## src/sv/glpe_pkg.sv

```systemverilog
`timescale 1ns / 1ps
// Shared constants and types of the GIF LZW pixel encoder.
// No dependencies; glpe_packer and gif_lzw_pixel_encoder import this package.
package glpe_pkg;

   localparam int TABLE_SLOTS    = 8192;
   localparam int MAX_CODE_WIDTH = 12;
   localparam int HASH_MOD       = 5003;
   localparam int PROBE_STEP     = 15;
   localparam int MOD_USED       = (TABLE_SLOTS < HASH_MOD) ? TABLE_SLOTS : HASH_MOD;
   localparam int ADDR_W         = $clog2(TABLE_SLOTS);
   localparam int EPOCH_W        = 4;
   localparam int CODE_W         = 12;
   localparam int KEY_W          = 20;
   localparam int WIDTH_W        = 4;
   localparam int CSR_W          = 4;
   localparam int CNT_W          = 13;
   localparam int WORD_W         = EPOCH_W + KEY_W + CODE_W;

   // One code handed to the bit packer.
   typedef struct packed {
      logic                 valid;
      logic [CODE_W-1:0]    code;
      logic [WIDTH_W-1:0]   width;
      logic                 last_code;
   } glpe_cmd_type;

endpackage

```

## src/sv/glpe_rsp_if.sv

```systemverilog
`timescale 1ns / 1ps
// Byte output channel: valid/ready handshake with stream byte payload.
// No dependencies.
interface glpe_rsp_if;
   logic       valid;
   logic       ready;
   logic [7:0] out_byte;
   logic       end_of_image;
   modport source (output valid, out_byte, end_of_image, input ready);
   modport sink   (input valid, out_byte, end_of_image, output ready);
endinterface

```

## src/sv/glpe_packer.sv

```systemverilog
`timescale 1ns / 1ps
// LSB-first bit packer: takes one code per handshake, gives bytes.
// Depends on glpe_pkg and glpe_rsp_if.
module glpe_packer
   import glpe_pkg::*;
(
   input  logic          clock,
   input  logic          reset,
   input  glpe_cmd_type  cmd,
   output logic          cmd_ready,
   glpe_rsp_if.source    rsp_ch
);

   logic [23:0] acc_ff, acc_in;
   logic [4:0]  pend_ff, pend_in;
   logic        fin_ff, fin_in;
   logic        ovalid_ff, ovalid_in;
   logic [7:0]  byte_ff, byte_in;
   logic        eoi_ff, eoi_in;

   logic        have_byte, can_load;
   logic [12:0] mask;
   logic [23:0] bits;

   assign cmd_ready = (pend_ff < 5'd8) && !fin_ff;
   assign have_byte = (pend_ff >= 5'd8) || (fin_ff && (pend_ff != 5'd0));
   assign can_load  = !ovalid_ff || rsp_ch.ready;

   always_comb begin
      mask      = (13'd1 << cmd.width) - 13'd1;
      bits      = 24'({1'b0, cmd.code} & mask) << pend_ff[2:0];
      acc_in    = acc_ff;
      pend_in   = pend_ff;
      fin_in    = fin_ff;
      ovalid_in = ovalid_ff;
      byte_in   = byte_ff;
      eoi_in    = eoi_ff;
      if (rsp_ch.ready) begin
         ovalid_in = 1'b0;
      end
      if (cmd.valid && cmd_ready) begin
         acc_in  = acc_ff | bits;
         pend_in = pend_ff + 5'(cmd.width);
         fin_in  = cmd.last_code;
      end else if (have_byte && can_load) begin
         ovalid_in = 1'b1;
         byte_in   = acc_ff[7:0];
         acc_in    = acc_ff >> 8;
         eoi_in    = fin_ff && (pend_ff <= 5'd8);
         pend_in   = (pend_ff >= 5'd8) ? pend_ff - 5'd8 : 5'd0;
         if (eoi_in) begin
            // pad with zeros and close the image
            fin_in  = 1'b0;
            acc_in  = '0;
            pend_in = '0;
         end
      end
   end

   always_ff @(posedge clock) begin
      if (reset) begin
         acc_ff    <= '0;
         pend_ff   <= '0;
         fin_ff    <= 1'b0;
         ovalid_ff <= 1'b0;
      end else begin
         acc_ff    <= acc_in;
         pend_ff   <= pend_in;
         fin_ff    <= fin_in;
         ovalid_ff <= ovalid_in;
      end
      byte_ff <= byte_in;
      eoi_ff  <= eoi_in;
   end

   assign rsp_ch.valid        = ovalid_ff;
   assign rsp_ch.out_byte     = byte_ff;
   assign rsp_ch.end_of_image = eoi_ff;

endmodule

```

## src/flat_wrapper.sv

```systemverilog
// flat-port wrapper written by rule: the top's interface ports become plain ports
module glpe_packer_flat import glpe_pkg::*;
  (clock, reset, cmd, cmd_ready, rsp_ch_valid, rsp_ch_out_byte, rsp_ch_end_of_image, rsp_ch_ready);
  glpe_rsp_if rsp_ch_i ();
  input  logic clock;
  input  logic reset;
  input  glpe_cmd_type cmd;
  output logic cmd_ready;
  output wire logic [$bits(rsp_ch_i.valid)-1:0] rsp_ch_valid;
  output wire logic [$bits(rsp_ch_i.out_byte)-1:0] rsp_ch_out_byte;
  output wire logic [$bits(rsp_ch_i.end_of_image)-1:0] rsp_ch_end_of_image;
  input wire logic [$bits(rsp_ch_i.ready)-1:0] rsp_ch_ready;
  assign rsp_ch_valid = rsp_ch_i.valid;
  assign rsp_ch_out_byte = rsp_ch_i.out_byte;
  assign rsp_ch_end_of_image = rsp_ch_i.end_of_image;
  assign rsp_ch_i.ready = rsp_ch_ready;
  glpe_packer u_core (.clock(clock), .reset(reset), .cmd(cmd), .cmd_ready(cmd_ready), .rsp_ch(rsp_ch_i));
endmodule
```

## config.mk

```make
export PLATFORM = sky130hd
export DESIGN_NAME = glpe_packer_flat
export DESIGN_NICKNAME = d
export VERILOG_FILES = /design/src/sv/glpe_pkg.sv /design/src/sv/glpe_rsp_if.sv /design/src/sv/glpe_packer.sv /design/src/flat_wrapper.sv
export SDC_FILE = /design/constraint.sdc
export NUM_CORES = 1
export LEC_CHECK = 0
export BUFFER_PORTS_ARGS = -buffer_cell sky130_fd_sc_hd__buf_4
export CORE_MARGIN = 8
export CORE_UTILIZATION = 52
export CTS_CLUSTER_SIZE = 8
export DETAILED_ROUTE_END_ITERATION = 6
export PLACE_DENSITY = 0.75
export RECOVER_POWER = 50
export SETUP_SLACK_MARGIN = 0.15
export SLEW_MARGIN = 20
export SYNTH_ARGS = -nofsm -noshare
export SYNTH_HDL_FRONTEND = slang
export SYNTH_SLANG_ARGS = --single-unit
```

## constraint.sdc

```tcl
create_clock -name clock -period 2.3 [get_ports clock]
set_input_delay 0.23 -clock clock [delete_from_list [all_inputs] [get_ports clock]]
set_output_delay 0.23 -clock clock [all_outputs]
set_load 0.05 [all_outputs]
```

# == Word-level counts from Yosys, hierarchy flattened ==
# Index checks and enable logic that the tools add are counted.
# op_classes
addsub,3
n_mux,13
bitwise,3
n_lt_le_gt_ge,3
shift,2
reduce_logical,14
# ops
op,n
$mux W24,2
$or A24 B24 Y24,1
$shl A24 B3 Y24,1
$mux W5,4
$mux W16,1
$and A12 B13 Y13,1
$shl A1 B4 Y13 const A,1
$sub A13 B1 Y13 const B,1
$mux W1,6
$add A5 B4 Y5,1
$ge A5 B4 Y1 const B,1
$le A5 B4 Y1 const B,1
$logic_and A1 B1 Y1,5
$lt A5 B4 Y1 const B,1
$reduce_bool A5 Y1,1
$sub A5 B4 Y5 const B,1
$reduce_and A2 Y1,2
$reduce_bool A2 Y1,2
$logic_not A1 Y1,2
$logic_or A1 B1 Y1,2
$not A1 Y1,1
# word_totals
word_cells,44
ff_bits,40
input_bits,21
out_inout_bits,11

# == Longest topological paths before layout ==
# Gate-level depths: netlist (run 1).
# depth
ltp_word,6
ltp_mapped,11
mapped_depth_nobuf,9

# == Worst setup path before layout (run 1) ==
# Ideal clock, no wire load.
# synth_path
path_kind,register to register
from,register u_core.pend_ff[3]
to,register u_core.acc_ff[6]
path_stages_with_launch,9
path_slack_ps,-62
synth_period_minus_slack_ps,2362
setup_ps,74
arrival_ps,2287
n_path_buf,0
t_required_ps,2226
cell_sequence,dfxtp_1 inv_1 ha_1 and2b_1 nand2_1 nor2_1 a32oi_1 or2_1 a31oi_1
# synth_via
elab_cells_between_ends,14
classes_between,order compare (3); mux (3); reduce/logical (8)
# synth_rtl
item,line,source
"start, declared",glpe_packer.sv:15,"logic [4:0] pend_ff, pend_in;"
"start signal, assigned",glpe_packer.sv:68,pend_ff <= pend_in;
$lt A5 B4 Y1 *,glpe_packer.sv:25,assign cmd_ready = (pend_ff < 5'd8) && !fin_ff;
$logic_and A1 B1 Y1 *,glpe_packer.sv:25,
named net cmd_ready,flat_wrapper.sv:8,output logic cmd_ready;
$logic_and A1 B1 Y1 *,glpe_packer.sv:41,if (cmd.valid && cmd_ready) begin
$mux W24 or $reduce_bool A2 Y1 (tied branches),-,
"end signal, assigned",glpe_packer.sv:67,acc_ff <= acc_in;
"end, declared",glpe_packer.sv:14,"logic [23:0] acc_ff, acc_in;"
# The timed path passes the listed nets; every way through them passes the cells marked *. The select of a mux whose other input is x is not followed.
# A chain may end at the register's enable or synchronous reset.

# == Worst setup path in the final report (run 1) ==
# layout_path
from,input port cmd[2] (netlist bit)
to,register u_core.acc_ff[8]
# layout_via
elab_chain_len,6
# layout_rtl
item,line,source
"start, declared",flat_wrapper.sv:7,input glpe_cmd_type cmd;
$shl A1 B4 Y13,glpe_packer.sv:30,mask = (13'd1 << cmd.width) - 13'd1;
$sub A13 B1 Y13,glpe_packer.sv:30,
$and A12 B13 Y13,glpe_packer.sv:31,"bits = 24'({1'b0, cmd.code} & mask) << pend_ff[2:0];"
$shl A24 B3 Y24,glpe_packer.sv:31,
$or A24 B24 Y24,glpe_packer.sv:42,acc_in = acc_ff | bits;
$mux W24,glpe_packer.sv:41,
# No other way between the ends.

==> results of run 1 <==
per-stage QoR:
stage	cell area [um^2]	power (mW)	setup slack, ns
2_1_floorplan	2420	2.52	0.115
3_3_place_gp	2770	3.06	-0.0770
3_5_place_dp	2770	3.09	-0.102
4_1_cts	2890	3.66	0.208
5_1_grt	2870	3.75	0.111
6_report	2870	3.53	0.163
worst reg2reg max path: stages (launching register included):
cell                       delay, ns
sky130_fd_sc_hd__dfxtp_1        0.36
sky130_fd_sc_hd__or4_1          0.65
sky130_fd_sc_hd__o21ai_4        0.21
sky130_fd_sc_hd__nand3_4        0.22
sky130_fd_sc_hd__a22o_1         0.31
sky130_fd_sc_hd__a221oi_2       0.17
sky130_fd_sc_hd__nor2_1         0.06
cells in the mapped netlist (2+ instances only):
master	n
sky130_fd_sc_hd__dfxtp_1	26
sky130_fd_sc_hd__nand2_1	25
sky130_fd_sc_hd__a21oi_1	22
sky130_fd_sc_hd__nor2_1	21
sky130_fd_sc_hd__o21ai_0	14
sky130_fd_sc_hd__a22oi_1	12
sky130_fd_sc_hd__edfxtp_1	9
sky130_fd_sc_hd__nand3_1	9
sky130_fd_sc_hd__buf_2	8
sky130_fd_sc_hd__clkbuf_1	7
sky130_fd_sc_hd__nand2b_1	7
sky130_fd_sc_hd__a31oi_1	6
sky130_fd_sc_hd__ha_1	6
sky130_fd_sc_hd__inv_1	5
sky130_fd_sc_hd__a32oi_1	4
sky130_fd_sc_hd__nor2b_1	4
sky130_fd_sc_hd__nor3_1	4
sky130_fd_sc_hd__o211ai_1	4
sky130_fd_sc_hd__and3_1	3
sky130_fd_sc_hd__buf_1	3
sky130_fd_sc_hd__mux2i_1	3
sky130_fd_sc_hd__nand3b_1	3
sky130_fd_sc_hd__o21a_1	3
sky130_fd_sc_hd__o221ai_1	3
sky130_fd_sc_hd__o22ai_1	3
sky130_fd_sc_hd__or4_4	3
sky130_fd_sc_hd__xor2_1	3
sky130_fd_sc_hd__a211oi_1	2
sky130_fd_sc_hd__a211oi_2	2
sky130_fd_sc_hd__a21o_1	2
sky130_fd_sc_hd__a221oi_1	2
sky130_fd_sc_hd__a221oi_2	2
sky130_fd_sc_hd__a222oi_1	2
sky130_fd_sc_hd__a311o_1	2
sky130_fd_sc_hd__and2_1	2
sky130_fd_sc_hd__buf_6	2
sky130_fd_sc_hd__o31ai_1	2
sky130_fd_sc_hd__o32ai_1	2
sky130_fd_sc_hd__or2_1	2
sky130_fd_sc_hd__or2_2	2
sky130_fd_sc_hd__or3_1	2
worst paths after layout:
path                            cells after the start               from  slack (ns)                        end
worst max-delay path                               10             cmd[2]        0.16           u_core.acc_ff[8]
worst min-delay path                                3             cmd[0]        0.18              u_core.fin_ff
worst max register to register                      6  u_core.pend_ff[0]        0.21           u_core.acc_ff[5]
worst min register to register                      0   u_core.acc_ff[2]        0.44  u_core.rsp_ch.out_byte[2]
kinds of logic after synthesis:
| kind of cell | share of synthesized area |
|---|---|
| AO/OA/AOI/OAI | 0.314 |
| XOR/XNOR | 0.0110 |
| adder cells (fa/ha/maj) | 0.0397 |
| buffers and inverters | 0.0544 |
| flip-flops | 0.331 |
| multiplexers | 0.0277 |
| AND/OR/NAND/NOR | 0.223 |
repair_timing:
item,in CTS,in global routing
setup buffers,0,1
cloned,0,0
pin swaps,0,10
resized for setup,1,10
endpoints found under the setup margin,1,12
sequential cells by signal, indices dropped and copies added (netlist names):
signal / flops
u_core.acc_ff: 19
u_core.rsp_ch.out_byte: 8
u_core.pend_ff: 5
u_core.fin_ff: 1
u_core.rsp_ch.end_of_image: 1
u_core.rsp_ch.valid: 1
report_power, final:
group | switching, mW | internal (mW) | leakage [nW]
clock network | 0.239 | 0.323 | 0.0581
registers | 0.0999 | 0.862 | 0.301
logic | 1.36 | 0.656 | 0.699
total | 1.69 | 1.84 | 1.06
metal layers:
layer,part of all wire,vias to the layer above,track usage
met1,0.45,1054,0.215
met4,0.022,0,0.0644
met5,0,-,0
li1,-,1122,-
met2,0.48,70,0.291
met3,0.053,12,0.0371
final cells by class:
cell class                 instances  area, um^2
inverter                           6        22.5
fill                             407        1510
multi-input combinational        212        1500
clock buffer                       5        68.8
clock inverter                     3        43.8
timing repair buffer              54         382
sequential                        35         791
tap                               52        65.1
==> results.txt, run 1 <==
The cell row count is 24. The half-perimeter wire length after placement is 4.61 mm. In this run the tightest slew margin relative to its limit is 0.597. In the synthesized netlist the async set-or-reset flop fraction comes to 0. By area the synthesized netlist is led by sky130_fd_sc_hd__dfxtp_1 22%, sky130_fd_sc_hd__edfxtp_1 11%, sky130_fd_sc_hd__a21oi_1 4.6%.

The initial antenna violation count is 0. The flow ran to the end, and the final reports show no timing, DRC or antenna violations. TritonCTS built the clock tree.

Of the post-synthesis cell area, the dominant cell type holds 0.218. The setup clock skew after layout is 0.00703 ns. The wire length of the first global-routing pass is 10.4 mm. The tightest min-delay check is of the input pin to register type. The clock passes through at most 2 buffers. The die height came out at 83.8 um.

At the end of the flow, the number of nets in the layout was 342. The prevailing post-synth register cell is sky130_fd_sc_hd__dfxtp_1. For the pin with the worst max-slew slack, the measured transition is 0.608 ns. The static leakage power is 1.06 nW.

The gate count after technology mapping came out at 274. The hold violation total from the final report is 0. The cell count after placement is 358. The kind of cell with the highest combined delay along the critical path is simple AND/OR/NAND/NOR gates. In the layout the commonest cells are 39 x sky130_fd_sc_hd__buf_4, 26 x sky130_fd_sc_hd__dfxtp_1, 24 x sky130_fd_sc_hd__nand2_1. The accumulated negative setup slack came out at 0 ns. After synthesis, the mean cell area works out to 8.73 um^2.

The worst endpoint required time is 2.48 ns. Timing would allow up to 468 MHz. The count of non-filler cells in the finished layout is 367. The fraction of final layout cells with drive strength greater than 1 came out at 0.257.

The library cell used most frequently in the layout, excluding fill and tap cells, is sky130_fd_sc_hd__buf_4. The max-slew violation count came out at 0. Once detail routing completed, the nets flagged for antenna violations numbered 0.

The number of synthesized flops with an enable pin is 9. The launching element type of the critical path is an input pin. At the end of the flow the core is filled with cells to 0.656. The die covers 0.00703 mm^2. The effective utilization at floorplan came out at 0.546. In the final routed layout, each cell accounts on average for 17.0 um. The final weighted congestion in routability-driven placement came out at 0.871. The clock latency of the later-clocked register in the worst-skew pair came out at 0.30 ns. Among the stages of the critical path, the cell type that occurs most often is sky130_fd_sc_hd__nand2_1. The I/O pin count is 32.

The minimum clock period after layout came out at 2.14 ns. The final cycle utilization of the critical path is 0.929. The routed via count came out at 2258. The total clock sinks came out at 35.

The clock slew seen by the registers of the worst setup and hold paths came out at 0.08 ns. Walking the worst path, the cells encountered are buf_6 > or4_4 > ha_4 > buf_2 > nand2b_1 > nand2_1 > a31o_2 > mux4_2 > nand2_1 > a31oi_1. The count of warnings emitted by yosys is 0. The synthesized netlist contains 67 unique library cells. Setup repair after global routing could not meet its margin everywhere. The number of antenna diodes is 0. The mean number of vias per cell came out at 6.15. The number of synthesized register bits is 35. The highest net fanout along the worst path is 7. The first TritonRoute pass finished after 4 iterations. For this run, the total global-route usage over all layers was measured as 0.175. The slowest stage of the critical path belongs to the cell sky130_fd_sc_hd__or4_4. The final count of negative-setup-slack endpoints came out at 0. The number of DRC violations after detailed-routing iteration 0 came out at 164. The worst-case hold slack came out at 0.184 ns.

The number of buffers and inverters on the critical path is 2. The worst voltage drop across the vdd grid is 1.16 mV. The global-route congestion overflow total is 0. The number of levels the H-tree was split into is 2.

The via count of the first global-routing pass is 2190. The largest net degree at the start of global routing came out at 30. Power spread over the standard cell area amounts to 1230 mW/mm^2.

The largest total area in the synthesized netlist belongs to sky130_fd_sc_hd__dfxtp_1. The share of the Yosys chip area taken by registers is 0.331. The type of the worst setup path is input pin to register. The post-synthesis instance area is 0.00239 mm^2. The number of buffers added on ports came out at 31. The maximum single-stage delay on the critical path is 0.55 ns.

The post-cts hold buffer count came out at 0. The overall die width came out at 83.8 um. When the netlist entered floorplanning its net count stood at 302. In this run, CTS created clock tree buffers numbering 5. The worst setup path is captured at a register. The max capacitance violation total came out at 0. The layout overhead on the synthesized area came out at 20.1%.

The floorplan core area came out at 0.00438 mm^2. After detailed routing, the total wire length is 6.25 mm. The arrival time at the worst endpoint came out at 2.32 ns. The root buffer cell chosen for the clock tree is sky130_fd_sc_hd__clkbuf_8. The final routed DRC violation total is 0.
No activity file was read; power rests on OpenSTA's default activity.
==> run 2, diff against run 1 <==
--- a/config.mk
+++ b/config.mk
@@ -5,11 +5,13 @@
 export SDC_FILE = /design/constraint.sdc
 export NUM_CORES = 1
 export LEC_CHECK = 0
+export ABC_CLOCK_PERIOD_IN_PS = 2300
 export BUFFER_PORTS_ARGS = -buffer_cell sky130_fd_sc_hd__buf_4
 export CORE_MARGIN = 8
 export CORE_UTILIZATION = 52
 export CTS_CLUSTER_SIZE = 8
 export DETAILED_ROUTE_END_ITERATION = 6
+export MAX_ROUTING_LAYER = met4
 export PLACE_DENSITY = 0.75
 export RECOVER_POWER = 50
 export SETUP_SLACK_MARGIN = 0.15
==> constraint.sdc (replaced) <==
create_clock -name clock -period 2.3 [get_ports clock]
set_input_delay 0.23 -clock clock [delete_from_list [all_inputs] [get_ports clock]]
set_output_delay 0.23 -clock clock [all_outputs]
set_load 0.01 [all_outputs]
==> results.txt, run 2 (synthesis gave the netlist of run 1 again) <==
The clock latency of the later-clocked register in the worst-skew pair came out at 0.29 ns. The flow ran to the end, and the final reports show no timing, DRC or antenna violations. The half-perimeter wire length after placement came out at 4.83 mm. For this run, global-route usage on met2 was measured as 0.304. TritonCTS built the clock tree.

The initial utilization of the core area, before any placement, comes to 0.546. The worst setup slack after placement is -0.161 ns. The design internal power is 1.91 mW.

The I/O pin count is 32. The post-cts hold buffer count came out at 0. The final antenna-violating net count came out at 0.

The floorplan step set the die width to 83.8 um. The setup clock skew after layout came out at 0.00743 ns. The hold violation total from the final report is 0.

The root buffer cell chosen for the clock tree is sky130_fd_sc_hd__clkbuf_8. The met1 usage came out at 0.224. The maximum single-stage delay on the critical path came out at 0.55 ns. The highest net fanout along the worst path came out at 10. The slew at the pin with the worst max-slew slack is 0.447 ns. The critical path goes through buf_4 > or4_4 > ha_4 > or3_1 > a21oi_2 > o21ai_1 > a211oi_2 > o22ai_2 > a211oi_2. The global-route layer with the greatest usage is met2. Dividing the final minimum period by the clock period gives 0.914. STA classifies the critical path startpoint as an input pin. Setup repair after global routing could not meet its margin everywhere. The global-route congestion overflow total came out at 0. The share of total power dissipated in the clock network is 0.161.

The max capacitance violation total is 0. The largest net degree at the start of global routing came out at 29. The number of antenna diodes is 0. By instance count, the cell type seen most on the critical path is sky130_fd_sc_hd__a211oi_2. The number of buffers inserted during clock tree synthesis came out at 5. The finished layout holds 371 standard cells, fillers aside. After the first detailed-routing iteration, the DRC count stood at 242. The final standard cell utilization of the core is 0.664. In this run the tool buffered the top-level ports with 31 buffer cells.

The final weighted congestion in routability-driven placement is 0.894. The worst hold path belongs to the class input pin to register. The total clock sinks came out at 35. The flip-flop count of the largest register, all copies and words added came out at 19. The critical path in this run is classified as input pin to register. The global-route usage over all layers came out at 0.191. In this run the number of H-tree levels came out at 2.

The slowest stage of the critical path belongs to the cell sky130_fd_sc_hd__or4_4. The max-slew violation count is 0. The power consumption is 3.34 mW. After routing the design area is 0.00291 mm^2.

The wire length of the first global-routing pass came out at 10.9 mm. The via count of the first global-routing pass is 2287. The library cells used most frequently in the layout, excluding fill and tap cells, are 46 x sky130_fd_sc_hd__buf_4, 26 x sky130_fd_sc_hd__dfxtp_1, 24 x sky130_fd_sc_hd__nand2_1. The layout overhead on the synthesized area is 21.6%. Setup violations remaining at the end of the flow were counted as 0. The worst endpoint required time came out at 2.52 ns. The total power density per cell area came out at 1150 mW/mm^2. The routed wire length came out at 6.53 mm. The number of detailed-routing iterations run before antenna repair is 5. The most common library cell in the layout ignoring fill and taps is sky130_fd_sc_hd__buf_4. The final routed DRC violation total came out at 0. The net switching component of the power came out at 1.42 mW. Summed over all cells, the static leakage comes to 1.06 nW. The minimum clock period after layout came out at 2.10 ns. The worst path setup slack after routing came out at 0.198 ns.

Counting tap cells, the placed design contains a total of 361 instances. The share of total power dissipated in combinational logic is 0.552. The total die area is 0.00703 mm^2.

The arrival time at the worst endpoint came out at 2.32 ns. The cell row count came out at 24. The met3 usage is 0.0469. The maximum clock frequency came out at 476 MHz. The fraction of final layout cells with drive strength greater than 1 is 0.273.

The initial antenna violation count came out at 0. The routed via count is 2375. The type of element capturing the critical path is a register.

The switching power as a share of total power is 0.427. The die height is 83.8 um. The floorplan core area is 0.00438 mm^2.

The number of nets at the end of the flow is 346. Counting flops per register, the top entry is u_core.acc_ff. In this run the deepest clock path goes through 2 buffers. The area of placed instances came out at 0.00278 mm^2. Of the total power, registers draw 0.286. The clock slew seen by the registers of the worst setup and hold paths came out at 0.07 ns. Headroom to the max-slew limit came out at 0.700.

Using the TritonRoute via totals, the vias-per-cell ratio works out to 6.40. The mean routed wirelength per cell is 17.6 um. The worst voltage drop across the vdd grid came out at 0.917 mV.
-- run 2: final timing paths --
| path | start | to | slack (ns) | depth (start not counted) |
|---|---|---|---|---|
| setup reg to reg | u_core.pend_ff[3] | u_core.acc_ff[10] | 0.27 | 8 |
| hold / removal | cmd[0] | u_core.fin_ff | 0.19 | 3 |
| hold reg to reg | u_core.acc_ff[6] | u_core.rsp_ch.out_byte[6] | 0.43 | 0 |
| setup / recovery | cmd[4] | u_core.acc_ff[9] | 0.20 | 9 |
-- run 2: power by group through the flow --
stage          Combinational (mW)  Clock (mW)  Sequential, mW
5_1_grt                      2.01       0.580           0.975
6_report                     1.84       0.539           0.955
4_1_cts                      1.83       0.545           0.959
3_3_place_gp                 1.79           0           0.965
3_5_place_dp                 1.82           0           0.971
2_1_floorplan                1.21           0           0.998
-- run 2: critical path: cells and delay by family --
kind                     cells  cell delay, ns
AO/OA/AOI/OAI                5            0.87
AND/OR/NAND/NOR              2            0.89
adder cells (fa/ha/maj)      1            0.21
buffers and inverters        1            0.11
-- run 2: layout make-up --
class | instances | area (um^2)
clock buffer | 5 | 68.8
tap | 52 | 65.1
inverter | 6 | 30.0
fill | 385 | 1480
multi-input combinational | 212 | 1520
timing repair buffer | 58 | 394
sequential | 35 | 791
clock inverter | 3 | 38.8
-- run 2: timing repair --
action	CTS	global route
setup endpoints to repair	1	27
pin swaps	0	5
resized for setup	1	10
setup buffers	0	2
-- run 2: metrics by stage --
step	hold slack, ns	TNS [ns]
2_1_floorplan	0.391	0
3_3_place_gp	0.417	-0.342
3_5_place_dp	0.421	-0.698
4_1_cts	0.192	0
5_1_grt	0.206	0
6_report	0.188	0
-- run 2: metal layers --
layer  part of all wire  vias to the layer above
met1               0.43                     1135
li1                   -                     1133
met3              0.056                       17
met2               0.49                       90
met4              0.027                        0
met5                  0                        -
